===== config.mk =====
export PLATFORM = sky130hd
export DESIGN_NAME = multi_channel_timer_bank_unit_flat
export DESIGN_NICKNAME = d
export VERILOG_FILES = /design/src/rtl/mctb_pkg.sv /design/src/rtl/mctb_if.sv /design/src/rtl/multi_channel_timer_bank_unit.sv /design/src/rtl/mctb_ram.sv /design/src/rtl/mctb_ctrl.sv /design/src/rtl/mctb_dp.sv /design/src/flat_wrapper.sv
export SDC_FILE = /design/constraint.sdc
export NUM_CORES = 1
export LEC_CHECK = 0
export BUFFER_PORTS_ARGS = -buffer_cell sky130_fd_sc_hd__clkbuf_2
export CAP_MARGIN = 30
export CORE_MARGIN = 2
export CORE_UTILIZATION = 60
export DETAILED_ROUTE_END_ITERATION = 10
export PLACE_DENSITY_LB_ADDON = 0.12
export REMOVE_ABC_BUFFERS = 1
export SETUP_SLACK_MARGIN = 0.2
export SLEW_MARGIN = 20
export SYNTH_ARGS = -nofsm -noshare
export SYNTH_HDL_FRONTEND = slang
export SYNTH_SLANG_ARGS = --single-unit
export TNS_END_PERCENT = 1

===== constraint.sdc =====
create_clock -name clk -period 10.4 [get_ports clk]
set_input_delay 1.56 -clock clk [delete_from_list [all_inputs] [get_ports clk]]
set_output_delay 1.56 -clock clk [all_outputs]
set_load 0.03 [all_outputs]

===== src/rtl/mctb_pkg.sv =====
// Package for the timer bank: field widths, request and result codes,
// controller/datapath command and status types. No dependencies.
package mctb_pkg;

	localparam int TIMER_SLOTS_DEF = 16;
	localparam int MAX_RESULTS     = 16;
	localparam int CNT_W           = 5;

	localparam int REQ_W  = 3;
	localparam int SLOT_W = 4;
	localparam int TICK_W = 32;
	localparam int KIND_W = 2;

	localparam logic [REQ_W-1:0] REQ_TICK  = 3'd0;
	localparam logic [REQ_W-1:0] REQ_ALLOC = 3'd1;
	localparam logic [REQ_W-1:0] REQ_FREE  = 3'd2;
	localparam logic [REQ_W-1:0] REQ_START = 3'd3;
	localparam logic [REQ_W-1:0] REQ_STOP  = 3'd4;
	localparam logic [REQ_W-1:0] REQ_SCAN  = 3'd5;

	localparam logic [KIND_W-1:0] KIND_ACK    = 2'd0;
	localparam logic [KIND_W-1:0] KIND_ALLOC  = 2'd1;
	localparam logic [KIND_W-1:0] KIND_EXPIRY = 2'd2;
	localparam logic [KIND_W-1:0] KIND_NONE   = 2'd3;

	// Controller to datapath
	typedef struct packed {
		logic idle;       // input channel open
		logic load_req;   // capture the incoming word
		logic op_exec;    // apply tick/free/start/stop and acknowledge
		logic alloc_take; // claim slot at the slot pointer
		logic alloc_fail; // answer a failed allocation
		logic adv;        // advance the slot pointer
		logic scan_hit;   // retire the expired slot at the pointer
		logic scan_end;   // flush the held expiry or answer nothing found
	} mctb_cmd_t;

	// Datapath to controller
	typedef struct packed {
		logic             new_valid;
		logic [REQ_W-1:0] new_req;
		logic             slot_free;
		logic             idx_last;
		logic             hit;
		logic             pend_valid;
		logic             out_free;
		logic             cnt_last;
	} mctb_sts_t;

endpackage


===== src/rtl/mctb_if.sv =====
// Request and result channel interfaces of the timer bank.
// Depends on mctb_pkg for field widths.
interface mctb_req_if import mctb_pkg::*; ();
	logic              valid;
	logic              ready;
	logic [REQ_W-1:0]  req_type;
	logic [SLOT_W-1:0] slot_index;
	logic [TICK_W-1:0] target_ticks;
	logic              periodic;

	modport source (output valid, req_type, slot_index, target_ticks, periodic, input ready);
	modport sink (input valid, req_type, slot_index, target_ticks, periodic, output ready);
endinterface

interface mctb_res_if import mctb_pkg::*; ();
	logic              valid;
	logic              ready;
	logic [KIND_W-1:0] result_kind;
	logic [SLOT_W-1:0] result_slot;
	logic              ok;
	logic              last;

	modport source (output valid, result_kind, result_slot, ok, last, input ready);
	modport sink (input valid, result_kind, result_slot, ok, last, output ready);
endinterface


===== src/rtl/multi_channel_timer_bank_unit.sv =====
// Top level of the timer bank: wires the controller to the datapath.
// Depends on mctb_pkg, mctb_if, mctb_ctrl and mctb_dp.
//
// Usage
//   req: request words (req_type, slot_index, target_ticks, periodic) on a
//     valid/ready channel. A word is taken only while the bank is idle, so
//     one request is worked at a time.
//   res: result words (result_kind, result_slot, ok, last). Every request
//     gives one word except a scan, which gives one word per expired slot
//     in slot order (at most MAX_RESULTS), or one "nothing found" word;
//     last marks the final word of the request.
//   Sequence: tick, free, start, stop and unknown codes are acknowledged
//     from the execute state once the output register is free. Allocate
//     walks the allocation flags one slot a cycle until it finds a free slot
//     or reaches the last one. A scan passes a read-prime state, then reads
//     the start-time and target RAMs one slot a cycle, pausing on an expiry while
//     a held expiry still waits in the output register.
//   Stall: a word waiting in the output register holds the bank where its
//     next word would be written; the next request is taken as soon as the
//     last word of the current one is in the output register, even while
//     that word still waits.
//   Reset: clears the tick counter and all slot flags; the RAMs are left
//     as they are and their contents are never used for a slot that has not been started.
module multi_channel_timer_bank_unit import mctb_pkg::*; #(
	parameter int TIMER_SLOTS = TIMER_SLOTS_DEF
) (
	input logic        clk,
	input logic        arst_n,
	mctb_req_if.sink   req,
	mctb_res_if.source res
);

	mctb_cmd_t cmd;
	mctb_sts_t sts;

	// sequencing
	mctb_ctrl u_ctrl (
		.clk    (clk),
		.arst_n (arst_n),
		.sts    (sts),
		.cmd    (cmd)
	);

	// storage, compare and output staging
	mctb_dp #(.TIMER_SLOTS(TIMER_SLOTS)) u_dp (
		.clk    (clk),
		.arst_n (arst_n),
		.req    (req),
		.res    (res),
		.cmd    (cmd),
		.sts    (sts)
	);

endmodule


===== src/rtl/mctb_ram.sv =====
// Generic single-write, single-read RAM with registered read data.
// No dependencies.
module mctb_ram #(
	parameter int WIDTH = 32,
	parameter int DEPTH = 16,
	localparam int AW = (DEPTH > 1) ? $clog2(DEPTH) : 1
) (
	input  logic             clk,
	input  logic             we,
	input  logic [AW-1:0]    waddr,
	input  logic [WIDTH-1:0] wdata,
	input  logic [AW-1:0]    raddr,
	output logic [WIDTH-1:0] rdata_q
);

	logic [WIDTH-1:0] mem_q [DEPTH];

	always_ff @(posedge clk) begin
		if (we) begin
			mem_q[waddr] <= wdata;
		end
		rdata_q <= mem_q[raddr];
	end

endmodule


===== src/rtl/mctb_ctrl.sv =====
// Sequencing state machine of the timer bank.
// Depends on mctb_pkg; drives mctb_dp through command and status structs.
module mctb_ctrl import mctb_pkg::*; (
	input  logic      clk,
	input  logic      arst_n,
	input  mctb_sts_t sts,
	output mctb_cmd_t cmd
);

	localparam logic [2:0] ST_IDLE     = 3'd0;
	localparam logic [2:0] ST_EXEC     = 3'd1;
	localparam logic [2:0] ST_ALLOC    = 3'd2;
	localparam logic [2:0] ST_SCAN_RD  = 3'd3;
	localparam logic [2:0] ST_SCAN_CMP = 3'd4;
	localparam logic [2:0] ST_SCAN_END = 3'd5;

	logic [2:0] state_q;
	logic [2:0] state_d;

	always_comb begin
		cmd     = '0;
		state_d = state_q;
		case (state_q)
			ST_IDLE: begin
				cmd.idle = 1'b1;
				if (sts.new_valid) begin
					cmd.load_req = 1'b1;
					case (sts.new_req)
						REQ_ALLOC: state_d = ST_ALLOC;
						REQ_SCAN:  state_d = ST_SCAN_RD;
						default:   state_d = ST_EXEC;
					endcase
				end
			end
			ST_EXEC: begin
				if (sts.out_free) begin
					cmd.op_exec = 1'b1;
					state_d     = ST_IDLE;
				end
			end
			ST_ALLOC: begin
				if (sts.slot_free) begin
					if (sts.out_free) begin
						cmd.alloc_take = 1'b1;
						state_d        = ST_IDLE;
					end
				end else if (sts.idx_last) begin
					if (sts.out_free) begin
						cmd.alloc_fail = 1'b1;
						state_d        = ST_IDLE;
					end
				end else begin
					cmd.adv = 1'b1;
				end
			end
			ST_SCAN_RD: begin
				state_d = ST_SCAN_CMP;
			end
			ST_SCAN_CMP: begin
				if (sts.hit) begin
					// a held expiry must leave before the next one is taken
					if (!sts.pend_valid || sts.out_free) begin
						cmd.scan_hit = 1'b1;
						if (sts.idx_last || sts.cnt_last) begin
							state_d = ST_SCAN_END;
						end else begin
							cmd.adv = 1'b1;
						end
					end
				end else if (sts.idx_last) begin
					state_d = ST_SCAN_END;
				end else begin
					cmd.adv = 1'b1;
				end
			end
			ST_SCAN_END: begin
				if (sts.out_free) begin
					cmd.scan_end = 1'b1;
					state_d      = ST_IDLE;
				end
			end
			default: begin
				state_d = ST_IDLE;
			end
		endcase
	end

	always_ff @(posedge clk or negedge arst_n) begin
		if (!arst_n) begin
			state_q <= ST_IDLE;
		end else begin
			state_q <= state_d;
		end
	end

	a_idle_no_pend: assert property (@(posedge clk) disable iff (!arst_n)
		(state_q == ST_IDLE) |-> !sts.pend_valid)
		else $error("held expiry left over after a scan");

	a_end_to_idle: assert property (@(posedge clk) disable iff (!arst_n)
		(state_q == ST_SCAN_END && sts.out_free) |=> (state_q == ST_IDLE))
		else $error("scan did not close when the output was free");

	a_state_legal: assert property (@(posedge clk) disable iff (!arst_n)
		state_q <= ST_SCAN_END)
		else $error("controller state out of range");

endmodule


===== src/rtl/mctb_dp.sv =====
// Datapath of the timer bank: tick counter, slot flags, slot pointer,
// start-time and target RAMs, held expiry and output register.
// Depends on mctb_pkg, mctb_if and mctb_ram.
module mctb_dp import mctb_pkg::*; #(
	parameter int TIMER_SLOTS = TIMER_SLOTS_DEF
) (
	input  logic       clk,
	input  logic       arst_n,
	mctb_req_if.sink   req,
	mctb_res_if.source res,
	input  mctb_cmd_t  cmd,
	output mctb_sts_t  sts
);

	localparam int IDX_W = (TIMER_SLOTS > 1) ? $clog2(TIMER_SLOTS) : 1;

	logic [TICK_W-1:0]      now_q;
	logic [TIMER_SLOTS-1:0] alloc_q;
	logic [TIMER_SLOTS-1:0] run_q;
	logic [TIMER_SLOTS-1:0] per_q;

	logic [REQ_W-1:0]  req_q;
	logic [SLOT_W-1:0] slot_q;
	logic [TICK_W-1:0] tgt_q;
	logic              per_in_q;

	logic [IDX_W-1:0]  idx_q;
	logic [CNT_W-1:0]  cnt_q;
	logic              pend_valid_q;
	logic [SLOT_W-1:0] pend_slot_q;

	logic              out_valid_q;
	logic [KIND_W-1:0] out_kind_q;
	logic [SLOT_W-1:0] out_slot_q;
	logic              out_ok_q;
	logic              out_last_q;

	logic [IDX_W-1:0]  slot_ix;
	logic              in_range;
	logic [IDX_W-1:0]  rd_addr;
	logic [TICK_W-1:0] start_rd;
	logic [TICK_W-1:0] tgt_rd;
	logic [TICK_W-1:0] elapsed;
	logic              hit;
	logic              out_free;
	logic              out_load;
	logic              start_we;
	logic              reload_we;

	assign slot_ix  = IDX_W'(slot_q);
	assign in_range = 32'(slot_q) < 32'(TIMER_SLOTS);
	assign rd_addr  = cmd.adv ? idx_q + 1'b1 : idx_q;
	assign elapsed  = now_q - start_rd;
	assign hit      = run_q[idx_q] && (elapsed >= tgt_rd);
	assign out_free = !out_valid_q || res.ready;
	assign out_load = cmd.op_exec || cmd.alloc_take || cmd.alloc_fail ||
		(cmd.scan_hit && pend_valid_q) || cmd.scan_end;

	assign start_we  = cmd.op_exec && (req_q == REQ_START) && in_range && alloc_q[slot_ix];
	assign reload_we = cmd.scan_hit && per_q[idx_q];

	assign sts.new_valid  = req.valid;
	assign sts.new_req    = req.req_type;
	assign sts.slot_free  = !alloc_q[idx_q];
	assign sts.idx_last   = idx_q == IDX_W'(TIMER_SLOTS - 1);
	assign sts.hit        = hit;
	assign sts.pend_valid = pend_valid_q;
	assign sts.out_free   = out_free;
	assign sts.cnt_last   = cnt_q == CNT_W'(MAX_RESULTS - 1);

	assign req.ready       = cmd.idle;
	assign res.valid       = out_valid_q;
	assign res.result_kind = out_kind_q;
	assign res.result_slot = out_slot_q;
	assign res.ok          = out_ok_q;
	assign res.last        = out_last_q;

	// start time: written by start, rewritten by a periodic reload
	mctb_ram #(.WIDTH(TICK_W), .DEPTH(TIMER_SLOTS)) u_start_ram (
		.clk     (clk),
		.we      (start_we || reload_we),
		.waddr   (start_we ? slot_ix : idx_q),
		.wdata   (now_q),
		.raddr   (rd_addr),
		.rdata_q (start_rd)
	);

	mctb_ram #(.WIDTH(TICK_W), .DEPTH(TIMER_SLOTS)) u_tgt_ram (
		.clk     (clk),
		.we      (start_we),
		.waddr   (slot_ix),
		.wdata   (tgt_q),
		.raddr   (rd_addr),
		.rdata_q (tgt_rd)
	);

	// captured request word
	always_ff @(posedge clk) begin
		if (cmd.load_req) begin
			req_q    <= req.req_type;
			slot_q   <= req.slot_index;
			tgt_q    <= req.target_ticks;
			per_in_q <= req.periodic;
		end
	end

	always_ff @(posedge clk or negedge arst_n) begin
		if (!arst_n) begin
			now_q        <= '0;
			alloc_q      <= '0;
			run_q        <= '0;
			per_q        <= '0;
			idx_q        <= '0;
			cnt_q        <= '0;
			pend_valid_q <= 1'b0;
		end else begin
			if (cmd.op_exec) begin
				case (req_q)
					REQ_TICK: begin
						now_q <= now_q + 1'b1;
					end
					REQ_FREE: begin
						if (in_range) begin
							alloc_q[slot_ix] <= 1'b0;
							run_q[slot_ix]   <= 1'b0;
						end
					end
					REQ_START: begin
						if (start_we) begin
							run_q[slot_ix] <= 1'b1;
							per_q[slot_ix] <= per_in_q;
						end
					end
					REQ_STOP: begin
						if (in_range) begin
							run_q[slot_ix] <= 1'b0;
							per_q[slot_ix] <= 1'b0;
						end
					end
					default: begin
					end
				endcase
			end
			if (cmd.alloc_take) begin
				alloc_q[idx_q] <= 1'b1;
				run_q[idx_q]   <= 1'b0;
				per_q[idx_q]   <= 1'b0;
			end
			// one-shot slots stop on expiry
			if (cmd.scan_hit && !per_q[idx_q]) begin
				run_q[idx_q] <= 1'b0;
			end

			if (cmd.load_req) begin
				idx_q <= '0;
			end else if (cmd.adv) begin
				idx_q <= idx_q + 1'b1;
			end

			if (cmd.load_req) begin
				cnt_q <= '0;
			end else if (cmd.scan_hit) begin
				cnt_q <= cnt_q + 1'b1;
			end

			if (cmd.load_req || cmd.scan_end) begin
				pend_valid_q <= 1'b0;
			end else if (cmd.scan_hit) begin
				pend_valid_q <= 1'b1;
			end
		end
	end

	always_ff @(posedge clk) begin
		if (cmd.scan_hit) begin
			pend_slot_q <= SLOT_W'(idx_q);
		end
	end

	always_ff @(posedge clk or negedge arst_n) begin
		if (!arst_n) begin
			out_valid_q <= 1'b0;
		end else if (out_load) begin
			out_valid_q <= 1'b1;
		end else if (res.ready) begin
			out_valid_q <= 1'b0;
		end
	end

	always_ff @(posedge clk) begin
		if (cmd.op_exec) begin
			out_kind_q <= KIND_ACK;
			out_slot_q <= '0;
			out_ok_q   <= 1'b1;
			out_last_q <= 1'b1;
		end else if (cmd.alloc_take) begin
			out_kind_q <= KIND_ALLOC;
			out_slot_q <= SLOT_W'(idx_q);
			out_ok_q   <= 1'b1;
			out_last_q <= 1'b1;
		end else if (cmd.alloc_fail) begin
			out_kind_q <= KIND_ALLOC;
			out_slot_q <= '0;
			out_ok_q   <= 1'b0;
			out_last_q <= 1'b1;
		end else if (cmd.scan_hit && pend_valid_q) begin
			out_kind_q <= KIND_EXPIRY;
			out_slot_q <= pend_slot_q;
			out_ok_q   <= 1'b1;
			out_last_q <= 1'b0;
		end else if (cmd.scan_end) begin
			out_kind_q <= pend_valid_q ? KIND_EXPIRY : KIND_NONE;
			out_slot_q <= pend_valid_q ? pend_slot_q : '0;
			out_ok_q   <= 1'b1;
			out_last_q <= 1'b1;
		end
	end

	a_run_needs_alloc: assert property (@(posedge clk) disable iff (!arst_n)
		(run_q & ~alloc_q) == '0)
		else $error("running slot is not allocated");

	a_load_when_free: assert property (@(posedge clk) disable iff (!arst_n)
		out_load |-> out_free)
		else $error("output register overwritten");

	a_cnt_bound: assert property (@(posedge clk) disable iff (!arst_n)
		cnt_q <= CNT_W'(MAX_RESULTS))
		else $error("expiry count beyond limit");

endmodule


===== src/flat_wrapper.sv =====
// flat-port wrapper written by rule: the top's interface ports become plain ports
module multi_channel_timer_bank_unit_flat import mctb_pkg::*;
#(
	parameter int TIMER_SLOTS = TIMER_SLOTS_DEF
)
  (clk, arst_n, req_valid, req_req_type, req_slot_index, req_target_ticks, req_periodic, req_ready, res_valid, res_result_kind, res_result_slot, res_ok, res_last, res_ready);
  mctb_req_if req_i ();
  mctb_res_if res_i ();
  input logic clk;
  input logic arst_n;
  input wire logic [$bits(req_i.valid)-1:0] req_valid;
  input wire logic [$bits(req_i.req_type)-1:0] req_req_type;
  input wire logic [$bits(req_i.slot_index)-1:0] req_slot_index;
  input wire logic [$bits(req_i.target_ticks)-1:0] req_target_ticks;
  input wire logic [$bits(req_i.periodic)-1:0] req_periodic;
  output wire logic [$bits(req_i.ready)-1:0] req_ready;
  output wire logic [$bits(res_i.valid)-1:0] res_valid;
  output wire logic [$bits(res_i.result_kind)-1:0] res_result_kind;
  output wire logic [$bits(res_i.result_slot)-1:0] res_result_slot;
  output wire logic [$bits(res_i.ok)-1:0] res_ok;
  output wire logic [$bits(res_i.last)-1:0] res_last;
  input wire logic [$bits(res_i.ready)-1:0] res_ready;
  assign req_i.valid = req_valid;
  assign req_i.req_type = req_req_type;
  assign req_i.slot_index = req_slot_index;
  assign req_i.target_ticks = req_target_ticks;
  assign req_i.periodic = req_periodic;
  assign req_ready = req_i.ready;
  assign res_valid = res_i.valid;
  assign res_result_kind = res_i.result_kind;
  assign res_result_slot = res_i.result_slot;
  assign res_ok = res_i.ok;
  assign res_last = res_i.last;
  assign res_i.ready = res_ready;
  multi_channel_timer_bank_unit #(.TIMER_SLOTS(TIMER_SLOTS)) u_core (.clk(clk), .arst_n(arst_n), .req(req_i), .res(res_i));
endmodule

==> After elaboration in Yosys (flattened, before gate mapping) <==
Memories as Yosys holds them, arrays and structs flattened. A register that Yosys moved wholly into a read port is not among the register bits.
Cells that the tools add are included.
{ "classes": {"reduce_logical": 34, "n_lt_le_gt_ge": 5, "bitwise_logic": 10, "n_addsub": 4, "n_mux": 78, "n_eq_ne": 17} }
{ "op_table": {"columns": ["cell", "count"], "rows": [
  ["2-to-1 mux 16 bit", 10],
  ["AND 16 bit", 6],
  ["one-hot mux 16 bit (2 select lines)", 2],
  ["adder 32 x 1 -> 32 bit, second input constant", 1],
  ["greater-or-equal comparator 32 bit", 1],
  ["2-to-1 mux 1 bit", 32],
  ["2-to-1 mux 4 bit", 8],
  ["inverter 16 bit", 2],
  ["OR 16 bit", 2],
  ["subtractor 32 bit", 1],
  ["2-to-1 mux 3 bit", 8],
  ["binary-select mux 1 bit (select 4 bit)", 4],
  ["bitwise mux 16 bit", 1],
  ["one-hot mux 3 bit (5 select lines)", 1],
  ["== test 3 x 2 -> 1 bit, second input constant", 4],
  ["== test 3 bit, second input constant", 4],
  ["2-to-1 mux 2 bit", 6],
  ["inequality test 3 bit, second input constant", 4],
  ["less-than comparator 4 x 5 -> 1 bit, second input constant", 2],
  ["2-to-1 mux 5 bit", 2],
  ["logical OR 1 bit", 9],
  ["demux 1 bit (select 4 bit)", 2],
  ["greater-or-equal comparator 4 x 1 -> 1 bit, second input constant", 2],
  ["logical AND 1 bit", 8],
  ["other kinds (17)", 26]
]} }
{ "word_totals": {"out_inout_bits": 10, "n_memories": 2, "ff_bits": 146, "ramBits": 1024} }
{ "mem_list": {"columns": ["name", "depth", "word_bits", "read_ports", "rd_ports_with_merged_regs", "write_ports", "line_no", "text"], "rows": [
  ["u_core.u_dp.u_start_ram.mem_q", 16, 32, 1, 1, 1, "mctb_ram.sv:16", "logic [WIDTH-1:0] mem_q [DEPTH];"],
  ["u_core.u_dp.u_tgt_ram.mem_q", 16, 32, 1, 1, 1, "mctb_ram.sv:16", null]
]} }

==> Logic depth before layout (Yosys ltp) <==
Gate-level depths: netlist of run 1.
{ "depth": {"ltp_word": 13, "ltp_mapped": 28, "mapped_depth_nobuf": 25} }

==> By module <==
Synthesis of run 1 repeated with hierarchy kept, for this count alone.
{ "hier_totals": {"hier_cells": 2704, "hier_area_um2": 49317.3} }
{ "modules_own_cells": {"columns": ["mod", "area_each_um2", "cells_each", "instances", "seq_area_each_um2"], "rows": [
  ["mctb_ram", 19835.3, 838, 2, 16015.4],
  ["mctb_dp", 9339.0, 992, 1, 3758.6],
  ["mctb_ctrl", 307.8, 36, 1, 75.1]
]} }

==> Worst setup path after synthesis of run 1 <==
No wires, ideal clock.
{ "synth_timing": {"path_kind": "register -> register", "from": "register u_core.u_dp.now_q[0]", "to": "memory u_core.u_dp.u_start_ram.mem_q[12][0], enable pin", "n_path_buf": 0, "path_slack_ps": 2890, "path_stages_with_launch": 25, "arrival_ps": 7089, "path_cell_list": "dfrtp_1 inv_1 ha_1 inv_1 fa_1 a21o_1 a21oi_1 o21ai_0 a21oi_1 o21ai_0 a31o_2 a21o_1 a2111oi_0 nor2_1 xor2_1 ha_1 nand4_1 or4_1 a41o_1 a21oi_1 o211ai_1 clkinv_1 a32oi_1 or2_2 nor2_1"} }
{ "synth_rtl": {"columns": ["item", "line_no", "text"], "rows": [
  ["start: declaration", "mctb_dp.sv:17", "logic [TICK_W-1:0] now_q;"],
  ["start signal: assignment", "mctb_dp.sv:120", "now_q <= now_q + 1'b1;"],
  ["end: declaration", "mctb_ram.sv:16", null]
]} }

==> flow_summary.toml, run 1 <==
[status]
outcome = "finished, final reports clean"

[floorplanning]
die_height_um = 303
io_pins = 54
start_util = 0.606
coreArea_mm2 = 0.0884
rows = 109
die_x_um = 303
design.die.area_mm2 = 0.0916

[cells_and_area]
stdcell_area_mm2 = 0.0593
drive_above_1_share = 0.0987
synthToLayoutAreaGrowth_pct = 10.7
postLayoutCoreUtil = 0.671
fin_cells = 5198
nets = 4042

[route]
num_vias = 35600
wl_met1_um = 56800
wire_per_inst_um = 26.7
viasPerCell = 6.85
wl_met3_um = 10500
drt_iter0_drc = 3945
highest_layer = "met5"
routed_wirelength_um = 139000
drc = 0
ant_nets = 0
wl_met2_um = 67900
first_pass_iters = 6

[grt]
grt_overflow = 0
grtUsageTotal = 0.302
grt_max_degree = 233
antenna_found_initial = 1
grt_pass1_wl_um = 209000
grt_pass1_vias = 34600

[logic_synthesis]
netlist_instances = 3964
netlist_area_mm2 = 0.0535
synth_flop_cell = "edfxtp_1"
syn_avg_cell_area_um2 = 13.5
synth_edf_count = 1068
yosysSeqAreaShare = 0.670
synth_top_cell_by_area = "edfxtp_1"
synth_top_area_frac = 0.599
yosys_register_bits = 1234
synth-async-reset-ratio = 0.0762
yosys_warnings = 0
synthTopCellsByArea = "edfxtp_1, dfrtp_1, o221ai_1, o2111ai_1, dfxtp_1"
yosysUniqueCellTypes = 75

[timing]
rsz0062_at_grt = "false"
final_max_slew_viol_count = 0
setup-violations-final = 0
fin_skew_ns = 0.0242
tightestPinTransition_ns = 1.11
fin_crit_sh = 0.806
finalCriticalPeriod_ns = 8.38
max_slew_margin = 0.258
max_freq_mhz = 119
hold_violations = 0
whs_ns = 0.467

[cts]
clkTransAtPathRegs_ns = 0.06
tritoncts = "done"
cts_resized = 0
clk_latency_ns = 0.71
htree_num_levels = 3
cts_root_buf = "clkbuf_16"
cts_setup_buffers = 0
cts_buffer_depth = 3
clock-sinks = 1234
cts_hold_buf = 0
numCtsBuffers = 121

[setup_path]
r2r_cells = 25
reg2reg_from = "u_core.u_dp.now_q[0]"
crit_type = "reg2reg"
r2r_slack_ns = 2.02
worstPathArrival_ns = 8.76
cp-end-kind = "flip-flop"
cp_max_fo = 22
required_ns = 10.79
start_kind = "flip-flop"
r2r_end = "u_core.u_dp.u_start_ram.mem_q[12][11]"

[placement]
port_buffers = 53
dp.cells = 4960
placed_area_mm2 = 0.0551
dp_hpwl_um = 77800
gp_congestion = 0.855

[run]
drv_cap = 0

[power]
p_per_area_mw_per_mm2 = 257
power_w = 0.0152
peakVddDrop_uv = 343
leakagePower_nw = 20.6

[worst_hold_path]
hold_depth = 1
whs_endpoint = "u_core.u_dp.res.result_kind[1]"
hold_start = "u_core.u_dp.res.result_kind[1]"
holdCritPathClass = "reg2reg"
-- area by class of cell --
class                           instances  area [µm²]
Sequential cell                      1234       35900
Fill cell                            6163       29100
Multi-Input combinational cell       2350       16400
Clock buffer                          153        3260
Tap cell                             1165        1460
Timing Repair Buffer                  134        1170
Clock inverter                         75         768
Inverter                               86         323
Antenna cell                            1        2.50
-- state kept, by name, summed over array words and instances, names as in the netlist, 2 cells and up --
signal                           count
u_core.u_ctrl.state_q                3
u_core.u_dp.alloc_q                 16
u_core.u_dp.cnt_q                    5
u_core.u_dp.idx_q                    4
u_core.u_dp.now_q                   32
u_core.u_dp.pend_slot_q              4
u_core.u_dp.per_q                   16
u_core.u_dp.req_q                    3
u_core.u_dp.res.result_kind          2
u_core.u_dp.res.result_slot          4
u_core.u_dp.run_q                   16
u_core.u_dp.slot_ix                  4
u_core.u_dp.tgt_q                   32
u_core.u_dp.u_start_ram.mem_q      512
u_core.u_dp.u_start_ram.rdata_q     32
u_core.u_dp.u_tgt_ram.mem_q        512
u_core.u_dp.u_tgt_ram.rdata_q       32
-- layer usage --
| layer | track usage | up-vias |
|---|---|---|
| met3 | 0.0422 | 258 |
| met5 | 0 | - |
| met4 | 0.0949 | 2 |
| li1 | - | 15800 |
| met1 | 0.416 | 18000 |
| met2 | 0.505 | 1553 |
-- cell usage after synthesis (11+ instances only) --
library cell	n
o21a_1	28
nor2b_1	12
o21ai_0	253
xnor2_1	35
a22oi_1	65
a21oi_1	43
o2111ai_1	189
or3_1	11
nor2_1	350
and3_1	18
o22a_1	15
a21boi_0	15
nand2b_1	194
inv_1	84
a31oi_1	12
nand3_1	43
mux4_2	18
o221ai_1	192
nor3_1	11
xor2_1	26
ha_1	70
mux2i_1	138
nand4_1	78
o22ai_1	191
edfxtp_1	1068
dfrtp_1	94
dfxtp_1	72
buf_1	25
a21o_1	18
clkbuf_1	206
buf_2	56
nand2_1	104
a211oi_1	134
-- worst max-delay path by stage --
| stage | startpoint | slack (ns) | endpoint | cells after the start |
|---|---|---|---|---|
| 5_1_grt | u_core.u_dp.now_q[0] | 1.48 | u_core.u_dp.u_start_ram.mem_q[12][21] | 25 |
| 3_3_place_gp | u_core.u_dp.now_q[0] | 2.32 | u_core.u_dp.u_start_ram.mem_q[12][14] | 25 |
| 3_5_place_dp | u_core.u_dp.now_q[0] | 2.11 | u_core.u_dp.u_start_ram.mem_q[12][14] | 25 |
| 2_1_floorplan | u_core.u_dp.idx_q[0] | -8.01 | u_core.u_dp.u_tgt_ram.rdata_q[29] | 8 |
| 4_1_cts | u_core.u_dp.now_q[0] | 2.06 | u_core.u_dp.u_start_ram.mem_q[12][18] | 25 |
| 6_report | u_core.u_dp.now_q[0] | 2.02 | u_core.u_dp.u_start_ram.mem_q[12][11] | 25 |
-- critical path: stages, from the launching register on --
cell and delay, ns:
dfrtp_1 0.59, inv_1 0.18, ha_1 0.18, inv_1 0.05, fa_1 0.40, a21o_1 0.17
a21oi_1 0.24, o21ai_0 0.11, a21oi_1 0.23, o21ai_0 0.26, a31o_2 0.37, a21o_1 0.20
a2111oi_0 0.48, nor2_1 0.14, xor2_1 0.18, ha_1 0.28, nand4_1 0.15, or4_1 0.56
a41o_1 0.30, a21oi_1 0.49, o211ai_1 0.39, clkinv_1 0.31, a32oi_1 0.17, or2_2 0.45
nor2_4 0.77, buf_4 0.37
-- stage by stage --
| stage | setup slack [ns] | TNS [ns] |
|---|---|---|
| after detailed placement | 2.11 | 0 |
| after global placement | 2.32 | 0 |
| final | 2.02 | 0 |
| after CTS | 2.06 | 0 |
| after floorplan | -8.01 | -507.45 |
| after global routing | 1.48 | 0 |
-- power breakdown --
part	switching, W	total, W	internal, W
Combinational	0.00313	0.00475	0.00162
Sequential	0.000299	0.00602	0.00572
Clock	0.00185	0.00445	0.00260
-- cells by family after synthesis --
logic type	Yosys count	synth area share
DFF	1234	0.670
AOI/OAI and AO/OA	1204	0.162
and+or+nand+nor	854	0.0781
buffers and inverters	380	0.0289
muxes	160	0.0342
adders and majority gates	71	0.0167
xor gates and xnor gates	61	0.00998
-- cell usage in the layout (no fill, tap or decap), types with 93 or more instances in the layout --
cell type  count
edfxtp_1    1068
nor2_1       316
o21ai_0      253
nand2b_1     194
o221ai_1     192
o22ai_1      191
o2111ai_1    189
mux2i_1      138
a211oi_1     134
clkbuf_16    123
nand2_1      104
dfrtp_1       93
Power figures use the tool's default switching activity.
==> inputs of run 2 (changes only) <==
--- a/config.mk
+++ b/config.mk
@@ -8,7 +8,7 @@
 export BUFFER_PORTS_ARGS = -buffer_cell sky130_fd_sc_hd__clkbuf_2
 export CAP_MARGIN = 30
 export CORE_MARGIN = 2
-export CORE_UTILIZATION = 60
+export CORE_UTILIZATION = 57
 export DETAILED_ROUTE_END_ITERATION = 10
 export PLACE_DENSITY_LB_ADDON = 0.12
 export REMOVE_ABC_BUFFERS = 1
==> constraint.sdc (replaced) <==
create_clock -name clk -period 7.6 [get_ports clk]
set_input_delay 1.14 -clock clk [delete_from_list [all_inputs] [get_ports clk]]
set_output_delay 1.14 -clock clk [all_outputs]
set_load 0.03 [all_outputs]
==> run 2 against run 1 <==
Worst setup slack worse by 1.5 ns. Largest cell class unchanged. Non-clock buffer count is 53 higher. Critical path depth stayed put. Via count is 1.2% higher. Highest routed layer is now met4. Cell area is 1.7% higher. Utilization is 2.4 points lower. First-iteration DRC count is 5.5% higher. Combinational power is 44% higher. Register-to-register slack worse by 1.5 ns. Routed wire length is 4.7% higher. Die area is 5.2% higher.
==> flow_summary.toml, run 2 (synthesized netlist as in run 1, its figures left out) <==
[status]
outcome = "finished, final reports clean"

[cts]
clock-sinks = 1234
tritoncts = "done"
clkTransAtPathRegs_ns = 0.06
cts_root_buf = "clkbuf_16"
clk_latency_ns = 0.75
cts_hold_buf = 0
htree_num_levels = 4
cts_buffer_depth = 3
numCtsBuffers = 131

[floorplanning]
die_height_um = 310
io_pins = 54
die_x_um = 310
start_util = 0.574
rows = 112
design.die.area_mm2 = 0.0964
coreArea_mm2 = 0.0932

[cells_and_area]
final_cell_mix = "edfxtp_1, nor2_1, o21ai_0"
nets = 4106
drive_above_1_share = 0.111
stdcell_area_mm2 = 0.0603
fill_cells = 6742
synthToLayoutAreaGrowth_pct = 12.7
n_antenna_cell = 0
fin_cells = 5354
top_regs = "u_core.u_dp.u_start_ram.mem_q: 512 flops, u_core.u_dp.u_tgt_ram.mem_q: 512 flops"
final_common_cell = "edfxtp_1"

[setup_path]
start_kind = "flip-flop"
worstPathArrival_ns = 7.62
crit_type = "reg2reg"
required_ns = 8.18
cp_max_fo = 75
cp-end-kind = "flip-flop"

[timing]
max_slew_margin = 0.368
hold_violations = 0
fin_crit_sh = 0.927
tightestPinTransition_ns = 0.948
final_max_slew_viol_count = 0
max_freq_mhz = 142
fin_skew_ns = 0.0351
rsz0062_at_grt = "true"
setup-violations-final = 0
finalCriticalPeriod_ns = 7.04

[route]
ant_nets = 0
wl_met3_um = 10700
highest_layer = "met4"
wire_per_inst_um = 27.1
wl_met1_um = 59100
wl_met2_um = 70600
routed_wirelength_um = 145000
drt_iter0_drc = 4161
viasPerCell = 6.73
drc = 0
first_pass_iters = 6
num_vias = 36100

[placement]
port_buffers = 53
placed_area_mm2 = 0.0556
gp_congestion = 0.896
dp.cells = 5082
dp_hpwl_um = 78600

[grt]
grtUsageTotal = 0.300
grt_pass1_vias = 35100
grt_max_degree = 150
grt_overflow = 0
grt_pass1_wl_um = 215000
antenna_found_initial = 0

[worst_hold_path]
holdCritPathClass = "in2async"

[power]
leakagePower_nw = 21.0
power_w = 0.0215
peakVddDrop_uv = 405
p_per_area_mw_per_mm2 = 356

[run]
drv_cap = 0
[run 2: repair_timing]
action,4_1_cts,5_1_grt
gates resized for setup,0,13
endpoints found under the setup margin,0,567
hold endpoints to repair,0,0
setup buffers,0,22
[run 2: critical path: stages, from the launching register on]
cell	delay (ns)
dfrtp_1	0.37
inv_1	0.10
ha_1	0.17
inv_1	0.05
fa_1	0.40
a21o_1	0.17
a21oi_1	0.23
o21ai_0	0.12
a21oi_1	0.22
o21ai_0	0.24
a31o_2	0.37
a21o_1	0.22
a2111oi_2	0.35
nor2_1	0.12
xor2_1	0.17
ha_1	0.29
nand4_1	0.15
or4_1	0.55
a41o_1	0.29
a2111oi_4	0.34
buf_4	0.32
o21ai_4	0.28
o22a_4	0.46
buf_12	0.27
o2111ai_1	0.35
nand4_1	0.19
[run 2: area by class of cell]
type,instances,area (µm²),share of cell area
Timing Repair Buffer,187,1770,0.0294
Tap cell,1254,1570,0.0260
Sequential cell,1234,35900,0.595
Clock inverter,45,539,0.00894
Inverter,86,323,0.00535
Multi-Input combinational cell,2351,16400,0.273
Clock buffer,197,3790,0.0628
[run 2: worst paths after layout]
| path | start | endpoint | slack (ns) | cells after the start |
|---|---|---|---|---|
| min in group clk | u_core.u_dp.res.result_kind[1] | u_core.u_dp.res.result_kind[1] | 0.47 | 1 |
| min | arst_n | u_core.u_dp.now_q[28] | 0.36 | 1 |
| max reg2reg | u_core.u_dp.now_q[0] | u_core.u_dp.u_start_ram.rdata_q[1] | 0.56 | 25 |
| max in group asynchronous | arst_n | u_core.u_dp.idx_q[0] | 6.24 | 3 |
| max | u_core.u_dp.now_q[0] | u_core.u_dp.u_start_ram.rdata_q[1] | 0.56 | 25 |
| min reg2reg | u_core.u_dp.res.result_kind[1] | u_core.u_dp.res.result_kind[1] | 0.47 | 1 |
[run 2: per-layer routing]
layer  vias to the layer above  GRT usage
li1                      15900          -
met1                     18200      0.401
met2                      1616      0.500
met3                       318     0.0448
met4                         0      0.115
met5                         -          0
[run 2: metrics by stage]
step | setup WS [ns] | hold WS, ns | util | TNS, ns
global placement | 0.357 | 0.461 | 0.596 | 0
CTS | 0.308 | 0.348 | 0.643 | 0
finish | 0.557 | 0.363 | 0.647 | 0
floorplan | -10.81 | 0.484 | - | -2140.68
global route | 0.153 | 0.362 | 0.647 | 0
detailed placement | 0.317 | 0.461 | 0.596 | 0
[run 2: power by group]
part           total [W]  internal [W]  switching, W
clock network    0.00641       0.00380       0.00261
registers        0.00821       0.00783      0.000378
logic            0.00684       0.00232       0.00452
